--- config.mk ---
export PLATFORM = sky130hd
export DESIGN_NAME = mpt_engine
export DESIGN_NICKNAME = d
export VERILOG_FILES = /design/src/hw/rtl/mpt_pkg.sv /design/src/hw/rtl/mpt_engine.sv
export SDC_FILE = /design/constraint.sdc
export NUM_CORES = 1
export LEC_CHECK = 0
export ABC_AREA = 1
export BUFFER_PORTS_ARGS = -buffer_cell sky130_fd_sc_hd__clkbuf_2
export CORE_ASPECT_RATIO = 1.25
export CORE_MARGIN = 2
export CORE_UTILIZATION = 52
export DETAILED_ROUTE_END_ITERATION = 6
export GPL_TIMING_DRIVEN = 0
export PLACE_DENSITY_LB_ADDON = 0.05
export SLEW_MARGIN = 20
export SYNTH_ARGS = -nofsm -noshare
export SYNTH_HDL_FRONTEND = slang
export SYNTH_SLANG_ARGS = --single-unit
--- constraint.sdc ---
create_clock -name clock -period 8.75 [get_ports clock]
set_clock_uncertainty 0.1 [all_clocks]
set_input_delay 0.875 -clock clock [delete_from_list [all_inputs] [get_ports clock]]
set_output_delay 0.875 -clock clock [all_outputs]
set_load 0.005 [all_outputs]
--- src/hw/rtl/mpt_pkg.sv ---
`timescale 1ns / 1ps
// ---------------------------------------------------------------------------
// MAC presence table package
// Types, codes and widths shared by the table modules.
// ---------------------------------------------------------------------------
package mpt_pkg;

   localparam int TABLE_DEPTH_DEF = 64;

   localparam int MAC_W    = 48;
   localparam int TTL_W    = 8;
   localparam int ONLINE_W = 32;
   localparam int IDX_W    = 6;
   localparam int FLEN_W   = 12;
   localparam int WENT_W   = 7;
   localparam int OP_W     = 2;

   localparam int REQ_DATA_W   = FLEN_W + MAC_W + IDX_W;
   localparam int REQ_TDATA_W  = 72;
   localparam int RSP_TDATA_W  = 112;

   localparam logic [FLEN_W-1:0] MIN_FRAME_LENGTH = 12'd24;
   localparam logic [TTL_W-1:0]  TTL_RELOAD_RESET = 8'd60;

   // opcodes
   localparam logic [OP_W-1:0] OP_FRAME = 2'd0;
   localparam logic [OP_W-1:0] OP_TICK  = 2'd1;
   localparam logic [OP_W-1:0] OP_READ  = 2'd2;

   typedef struct packed {
      logic [IDX_W-1:0]  read_index;
      logic [MAC_W-1:0]  source_mac;
      logic [FLEN_W-1:0] frame_length;
   } req_data_type;

   typedef struct packed {
      logic                offline;
      logic [ONLINE_W-1:0] online;
      logic [TTL_W-1:0]    ttl;
      logic [MAC_W-1:0]    mac;
   } entry_type;

   typedef struct packed {
      logic [WENT_W-1:0]   went_offline;
      logic [ONLINE_W-1:0] online_ticks;
      logic [TTL_W-1:0]    ttl_left;
      logic                entry_offline;
      logic                entry_valid;
      logic [MAC_W-1:0]    entry_mac;
      logic [IDX_W-1:0]    entry_index;
      logic                hit;
      logic                dropped;
   } result_type;

   typedef enum logic [2:0] {
      ST_IDLE,
      ST_SEARCH,
      ST_TICK,
      ST_READ,
      ST_RESP
   } state_type;

endpackage

--- src/hw/rtl/mpt_engine.sv ---
`timescale 1ns / 1ps
// ---------------------------------------------------------------------------
// MAC presence table engine
// Sequencer that walks the entry memory for search, aging and read.
// ---------------------------------------------------------------------------
module mpt_engine #(
   parameter int  TABLE_DEPTH = mpt_pkg::TABLE_DEPTH_DEF,
   localparam int AW          = $clog2(TABLE_DEPTH)
) (
   input  logic                        clock,
   input  logic                        reset,
   input  logic                        req_valid,
   output logic                        req_ready,
   input  logic [mpt_pkg::OP_W-1:0]    req_opcode,
   input  mpt_pkg::req_data_type       req_data,
   input  logic [mpt_pkg::TTL_W-1:0]   ttl_reload,
   output logic                        res_valid,
   input  logic                        res_ready,
   output mpt_pkg::result_type         res,
   output logic                        mem_wr_en,
   output logic [AW-1:0]               mem_wr_addr,
   output mpt_pkg::entry_type          mem_wr_data,
   output logic                        mem_rd_en,
   output logic [AW-1:0]               mem_rd_addr,
   input  mpt_pkg::entry_type          mem_rd_data
);
   import mpt_pkg::*;

   localparam int             FW         = $clog2(TABLE_DEPTH + 1);
   localparam logic [FW-1:0]  DepthCount = FW'(TABLE_DEPTH);
   localparam logic [AW-1:0]  LastSlot   = AW'(TABLE_DEPTH - 1);

   state_type          state_ff, state_in;
   logic [MAC_W-1:0]   mac_ff, mac_in;
   logic [IDX_W-1:0]   ridx_ff, ridx_in;
   logic [FW-1:0]      iss_ff, iss_in;
   logic [FW-1:0]      cnt_ff, cnt_in;
   logic [FW-1:0]      fill_ff, fill_in;
   logic               rvalid_ff, rvalid_in;
   logic [AW-1:0]      raddr_q_ff, raddr_q_in;
   logic [AW-1:0]      slot_ff, slot_in;
   result_type         res_ff, res_in;

   logic               hit_now;
   logic               walk_end;
   logic               ridx_in_range;
   logic               ridx_valid;
   logic               frame_short;
   entry_type          hit_entry;
   entry_type          aged_entry;
   entry_type          new_entry;
   logic               aged_drop;

   assign req_ready     = (state_ff == ST_IDLE);
   assign res_valid     = (state_ff == ST_RESP);
   assign res           = res_ff;
   assign hit_now       = rvalid_ff && (mem_rd_data.mac == mac_ff);
   assign walk_end      = (iss_ff == fill_ff);
   assign ridx_in_range = 32'(req_data.read_index) < 32'(TABLE_DEPTH);
   assign ridx_valid    = 32'(ridx_ff) < 32'(fill_ff);
   assign frame_short   = req_data.frame_length < MIN_FRAME_LENGTH;

   // entry rewrite for a sighting, an aging step and a fresh slot
   always_comb begin
      hit_entry     = mem_rd_data;
      hit_entry.ttl = ttl_reload;
      if (mem_rd_data.offline) begin
         hit_entry.offline = 1'b0;
         hit_entry.online  = '0;
      end

      aged_entry = mem_rd_data;
      aged_drop  = 1'b0;
      if (!mem_rd_data.offline && (mem_rd_data.online != '1)) begin
         aged_entry.online = mem_rd_data.online + 1'b1;
      end
      if (mem_rd_data.ttl <= 8'd1) begin
         aged_drop          = !mem_rd_data.offline;
         aged_entry.offline = 1'b1;
         aged_entry.ttl     = ttl_reload;
      end else begin
         aged_entry.ttl = mem_rd_data.ttl - 1'b1;
      end

      new_entry.offline = 1'b0;
      new_entry.online  = '0;
      new_entry.ttl     = ttl_reload;
      new_entry.mac     = mac_ff;
   end

   // next state
   always_comb begin
      state_in = state_ff;
      case (state_ff)
         ST_IDLE: begin
            if (req_valid) begin
               case (req_opcode)
                  OP_FRAME: state_in = frame_short ? ST_RESP : ST_SEARCH;
                  OP_TICK:  state_in = ST_TICK;
                  OP_READ:  state_in = ridx_in_range ? ST_READ : ST_RESP;
                  default:  state_in = ST_RESP;
               endcase
            end
         end
         ST_SEARCH: begin
            if (hit_now || walk_end) begin
               state_in = ST_RESP;
            end
         end
         ST_TICK: begin
            if (walk_end && !rvalid_ff) begin
               state_in = ST_RESP;
            end
         end
         ST_READ: begin
            if (rvalid_ff) begin
               state_in = ST_RESP;
            end
         end
         ST_RESP: begin
            if (res_ready) begin
               state_in = ST_IDLE;
            end
         end
         default: state_in = ST_IDLE;
      endcase
   end

   // datapath and memory control
   always_comb begin
      mac_in      = mac_ff;
      ridx_in     = ridx_ff;
      iss_in      = iss_ff;
      cnt_in      = cnt_ff;
      fill_in     = fill_ff;
      slot_in     = slot_ff;
      res_in      = res_ff;
      rvalid_in   = 1'b0;
      raddr_q_in  = raddr_q_ff;
      mem_wr_en   = 1'b0;
      mem_wr_addr = raddr_q_ff;
      mem_wr_data = aged_entry;
      mem_rd_en   = 1'b0;
      mem_rd_addr = iss_ff[AW-1:0];

      case (state_ff)
         ST_IDLE: begin
            if (req_valid) begin
               mac_in  = req_data.source_mac;
               ridx_in = req_data.read_index;
               iss_in  = '0;
               cnt_in  = '0;
               res_in  = '0;
               if ((req_opcode == OP_FRAME) && frame_short) begin
                  res_in.dropped = 1'b1;
               end
               if (req_opcode == OP_READ) begin
                  res_in.entry_index = req_data.read_index;
               end
            end
         end
         ST_SEARCH: begin
            if (hit_now) begin
               mem_wr_en          = 1'b1;
               mem_wr_data        = hit_entry;
               res_in.hit         = 1'b1;
               res_in.entry_index = IDX_W'(raddr_q_ff);
            end else if (walk_end) begin
               // miss: take the slot under the wrapping pointer
               mem_wr_en          = 1'b1;
               mem_wr_addr        = slot_ff;
               mem_wr_data        = new_entry;
               res_in.entry_index = IDX_W'(slot_ff);
               slot_in            = (slot_ff == LastSlot) ? '0 : slot_ff + 1'b1;
               if (fill_ff != DepthCount) begin
                  fill_in = fill_ff + 1'b1;
               end
            end else begin
               mem_rd_en  = 1'b1;
               rvalid_in  = 1'b1;
               raddr_q_in = iss_ff[AW-1:0];
               iss_in     = iss_ff + 1'b1;
            end
         end
         ST_TICK: begin
            if (rvalid_ff) begin
               mem_wr_en = 1'b1;
               if (aged_drop) begin
                  cnt_in = cnt_ff + 1'b1;
               end
            end
            if (!walk_end) begin
               mem_rd_en  = 1'b1;
               rvalid_in  = 1'b1;
               raddr_q_in = iss_ff[AW-1:0];
               iss_in     = iss_ff + 1'b1;
            end else if (!rvalid_ff) begin
               res_in.went_offline = WENT_W'(cnt_ff);
            end
         end
         ST_READ: begin
            if (!rvalid_ff) begin
               mem_rd_en   = 1'b1;
               mem_rd_addr = AW'(ridx_ff);
               rvalid_in   = 1'b1;
            end else begin
               res_in.entry_mac     = mem_rd_data.mac;
               res_in.entry_valid   = ridx_valid;
               res_in.entry_offline = ridx_valid && mem_rd_data.offline;
               res_in.ttl_left      = mem_rd_data.ttl;
               res_in.online_ticks  = mem_rd_data.online;
            end
         end
         ST_RESP: begin
            rvalid_in = 1'b0;
         end
         default: begin
            rvalid_in = 1'b0;
         end
      endcase
   end

   always_ff @(posedge clock) begin
      if (reset) begin
         state_ff  <= ST_IDLE;
         rvalid_ff <= 1'b0;
         fill_ff   <= '0;
         slot_ff   <= '0;
      end else begin
         state_ff  <= state_in;
         rvalid_ff <= rvalid_in;
         fill_ff   <= fill_in;
         slot_ff   <= slot_in;
      end
   end

   always_ff @(posedge clock) begin
      mac_ff     <= mac_in;
      ridx_ff    <= ridx_in;
      iss_ff     <= iss_in;
      cnt_ff     <= cnt_in;
      raddr_q_ff <= raddr_q_in;
      res_ff     <= res_in;
   end

endmodule

## Word level (Yosys, flattened, before mapping)

Index checks and enable logic that the tools add are counted.

- Output and inout bits: 210
- Bits of input ports: 169
- Flip-flop bits (word level): 196

- $add $sub $neg: 6
- Order comparisons: 3
- Muxes and demuxes: 52
- Reduce and logical (&&, ||, !) cells: 26
- Bitwise gates (word level): 1
- Eq/ne operators: 23

Operators with widths:

| kind | count |
|---|---|
| 89-bit 2-to-1 mux | 3 |
| 90-bit one-hot mux with 2 select lines | 1 |
| 105-bit 2-to-1 mux | 1 |
| 90-bit 2-to-1 mux | 1 |
| 6-bit 2-to-1 mux | 11 |
| 32-bit 2-to-1 mux | 2 |
| 7-bit 2-to-1 mux | 7 |
| 48-bit == test | 1 |
| 7-bit one-hot mux with 2 select lines | 3 |
| 32-bit by 1-bit adder with 32-bit output (second input constant) | 1 |
| 32-bit inequality test (second input constant) | 1 |
| 7-bit by 1-bit adder with 7-bit output (second input constant) | 3 |
| 7-bit one-hot mux with 3 select lines | 1 |
| 2-bit inequality test (second input constant) | 10 |
| 3-bit 2-to-1 mux | 6 |
| 3-bit one-hot mux with 5 select lines | 1 |
| 3-bit AND reduction | 5 |
| 12-bit by 5-bit less-than comparator with 1-bit output (second input constant) | 1 |
| 6-bit one-hot mux with 2 select lines | 1 |
| 4-bit AND reduction | 3 |
| 1-bit 2-to-1 mux | 10 |
| 3-bit one-hot mux with 3 select lines | 1 |
| 8-bit by 1-bit <= comparator with 1-bit output (second input constant) | 1 |
| 8-bit 2-to-1 mux | 1 |
| 25 further kinds | 35 |

## Longest topological paths before layout

- Word-level depth: 6
- Depth in mapped cells: 15
- Gate-level depth less buffers: 14

## Worst setup path before layout

OpenSTA, ideal clock, no wires.

- Path type: flip-flop to flip-flop
- Start: register state_ff[1]
- End: register res_ff, in the netlist res[10], enable pin
- Buffers on the path: 1
- Stages on the path, launching flop included: 6
- Setup time: 0.663 ns
- Data arrival time: 7.199 ns
- Path slack: 0.788 ns
- Clock period less this slack: 7.962 ns
- Data required time: 7.987 ns
- Cell sequence: dfxtp_1 > inv_1 > nor3_1 > inv_1 > clkbuf_1 > o21ai_0

- Longest elaborated chain between the ends: 3

Ends and longest elaborated chain:

| what | line | text |
|---|---|---|
| start: declaration | mpt_engine.sv:33 | `state_type state_ff, state_in;` |
| start signal: assignment | mpt_engine.sv:230 | `state_ff <= state_in;` |
| 3-bit by 2-bit == test with 1-bit output or 3-bit logical NOT (tied branches) | mpt_engine.sv:146 | `case (state_ff)` |
| 2-bit inequality test (no line) or 2-bit nonzero test (tied branches) | - |  |
| 3-bit AND reduction (no line) * | - |  |
| end signal: assignment | mpt_engine.sv:243 | `res_ff <= res_in;` |
| end: declaration | mpt_engine.sv:42 | `result_type res_ff, res_in;` |

Mark *: on every way between the ends. The rest lies on a longest branch, timed or not.
A chain may end at the register's enable or synchronous reset.

==> impl_metrics.tcl <==
set metrics [dict create \
    dieHeight_um 172 \
    drt_pass1_iterations 6 \
    worst-endpoint-required_ns 7.78 \
    final_cell_count_no_fill 2205 \
    cp_max_fo 9 \
    first_pass_grt_wire_length_um 59200 \
    vias_post_dr 11800 \
    slowest_delay_ns 0.41 \
    leakage_nw 7.25 \
    timing.critical_path.buf_inv 3 \
    post-place-cells 2171 \
    nNetsFinal 2091 \
    cp_cell_sequence "clkbuf_2 > inv_1 > nand2_1 > nand2_1 > nor2_1 > nand3_1 > nor2_1 > nand2_1 > nor2_1 > nand2_2 > nor2_2 > nand2_1 > o21ai_0 > clkbuf_2" \
    synth_area_um2 11700 \
    post-route-util_pct 66.2 \
    cts_hold_buf 0 \
    detailed_place_hpwl_um 31000 \
    std_cell_rows 61 \
    power_frac_clock_pct 22.5 \
    status "finished, final reports clean" \
    grt_start_max_net_pins 53 \
    total_cts_buffers 17 \
    ir_drop_mv 0.174 \
    drc 0 \
    achievable-frequency_mhz 242 \
    finalCritPeriodShare_pct 47.3 \
    slew_headroom_pct 36.8 \
    die_width_um 138 \
    finalWorstPathRequiredPeriod_ns 4.13 \
    clk-insertion-delay-late_ns 0.45 \
    rrSetupSlack_ns 6.08 \
    synth.yosys.warnings 0 \
    timing.critical_path.slowest_stage_cell "nor2_2" \
    tritoncts "yes" \
    clockBufferDepth 2 \
    grt_pass1_vias 11000 \
    syn_inst 1508 \
    sequentialPowerShare_pct 43.9 \
    postSynthAreaPerCell_um2 7.74 \
    synth_cell_type_count 41 \
    seq_area_frac_synth_pct 49.0 \
    grt_antenna_before_repair 6 \
    post-layout-total-power_mw 3.53 \
    layout_common_cells "nand2_1, clkbuf_2, nor2_1" \
    grt_usage_pct 32.2 \
    crit_type "in -> out" \
    net_count_after_synthesis 1692 \
    ant_nets 0 \
    synth_seq_cells 196 \
    wl_per_cell_um 17.7 \
    final_max_slew_viol_count 0 \
    total_of_max_cap_violations 0 \
    worst_hold_check_path_type "reg -> reg" \
    path_clk_slew_ns 0.07 \
    route.detailed.vias_per_inst 5.36 \
    postCtsSetupBuffers 0 \
    detailedRoute.firstIterationViolations 1156 \
    globalplace.congestion 0.981 \
    switching_share_pct 36.2 \
    net-switching-power_mw 1.28 \
    layout_commonest_cell "nand2_1" \
    crit_family "simple AND/OR/NAND/NOR gates" \
    hold_viol_final 0 \
    drt_wl_total_um 39100 \
    initial_utilization_pct 52.7 \
    floorplan.die_area_um2 23700 \
    cts_root_buf "clkbuf_16" \
    post_route_cells_drive_above_1_share_pct 24.1 \
    power.density_cell_area_nw_per_um2 241 \
    place_area_um2 14100 \
    htreeDepth 4 \
    worstPathArrival_ns 3.16 \
    port_buffers 374 \
    cpMostUsedCell "nand2_1" \
    rsz0062_at_grt "false" \
    worst_setup_path_end_kind "output pin" \
    post_cts_resized 0 \
    cts.sink_count 196 \
    gr-total-overflow 0 \
    area_growth_pct 25.5 \
    setup.worst_path.start_class "input port" \
    core-area_um2 22100 \
    combinationalPowerShare_pct 33.6 \
    internal_power_mw 2.26 \
    final_design_area_no_fill_um2 14600 \
    tightestPinTransition_ns 0.949 \
    top_level_ports 379 \
    setup_viol 0 \
]
[flip-flops by register name, summed over array words and instances (netlist names)]
| signal | count |
|---|---|
| cnt_ff | 7 |
| mac_ff | 48 |
| rvalid_ff | 1 |
| res | 105 |
| raddr_q_ff | 6 |
| slot_ff | 6 |
| fill_ff | 7 |
| ridx_ff | 6 |
| iss_ff | 7 |
| state_ff | 3 |
[layout make-up]
class,count,area [um2]
Clock buffer,18,429
Tap cell,283,354
Sequential cell,196,5720
Fill cell,2025,7480
Multi-Input combinational cell,1058,4950
Inverter,214,806
Timing Repair Buffer,380,2010
Buffer,40,224
Antenna cell,2,5.00
Clock inverter,14,150
[kinds of logic after synthesis]
kind of cell	synth area share [%]
AOI/OAI and AO/OA	6.90
and+or+nand+nor	31.0
adders and majority gates	1.61
xor gates and xnor gates	2.70
buffers and inverters	8.80
DFF	49.0
[through the flow]
step                      setup TNS (ns)  setup WS (ns)  hold WS, ns
final                                  0           4.62        0.413
after global routing                   0           4.47        0.445
after CTS                              0           4.76        0.409
after detailed placement               0           4.75        0.391
after global placement           -293.58          -3.27        0.390
after floorplan                        0          0.788        0.363
[power groups by stage]
stage / clock network (mW) / logic, mW / registers [mW]
finish: 0.794 / 1.19 / 1.55
global route: 0.833 / 1.31 / 1.58
CTS: 0.799 / 1.18 / 1.55
detailed placement: 0 / 1.18 / 1.57
global placement: 0 / 1.09 / 1.64
floorplan: 0 / 0.575 / 1.59
[layer usage]
metal | track usage [%] | up-vias | share of wire, %
li1 | - | 5684 | -
met1 | 40.5 | 5478 | 39
met2 | 54.2 | 578 | 48
met3 | 8.05 | 76 | 8.9
met4 | 11.8 | 6 | 3.3
met5 | 0 | - | 0.11
[tightest hold or removal path, delay by kind of cell, from the launching register on]
kind / cells / cell delay [ns]
compound gates: 1 / 0.06
flops: 1 / 0.34
simple gates: 1 / 0.07
[final timing paths]
check / start / endpoint / cells past startpoint
min: fill_ff[3] / fill_ff[3] / 2
min reg2reg: fill_ff[3] / fill_ff[3] / 2
max reg2reg: state_ff[1] / res[98] / 5
max: mem_rd_data[37] / mem_wr_data[64] / 14
[synth_stat cells (all sizes together)]
cell | count | area, um2
dfxtp | 17 | 340
inv | 214 | 803
o21bai | 1 | 7.51
nand4 | 33 | 206
buf | 21 | 153
nor4 | 7 | 58.8
a21oi | 41 | 209
nand2 | 439 | 1680
a31oi | 2 | 12.5
o211ai | 1 | 7.51
nor3b | 1 | 7.51
nor2 | 238 | 918
nand3b | 8 | 60.1
and2 | 4 | 25.0
a211oi | 1 | 7.51
ha | 15 | 188
o2111ai | 1 | 8.76
and3 | 1 | 6.26
xor2 | 30 | 263
o41ai | 1 | 8.76
nand3 | 83 | 433
o21ai | 108 | 544
edfxtp | 179 | 5380
xnor2 | 6 | 52.6
clkbuf | 19 | 71.3
nor3 | 37 | 230
(Power assumes the default switching activity.)
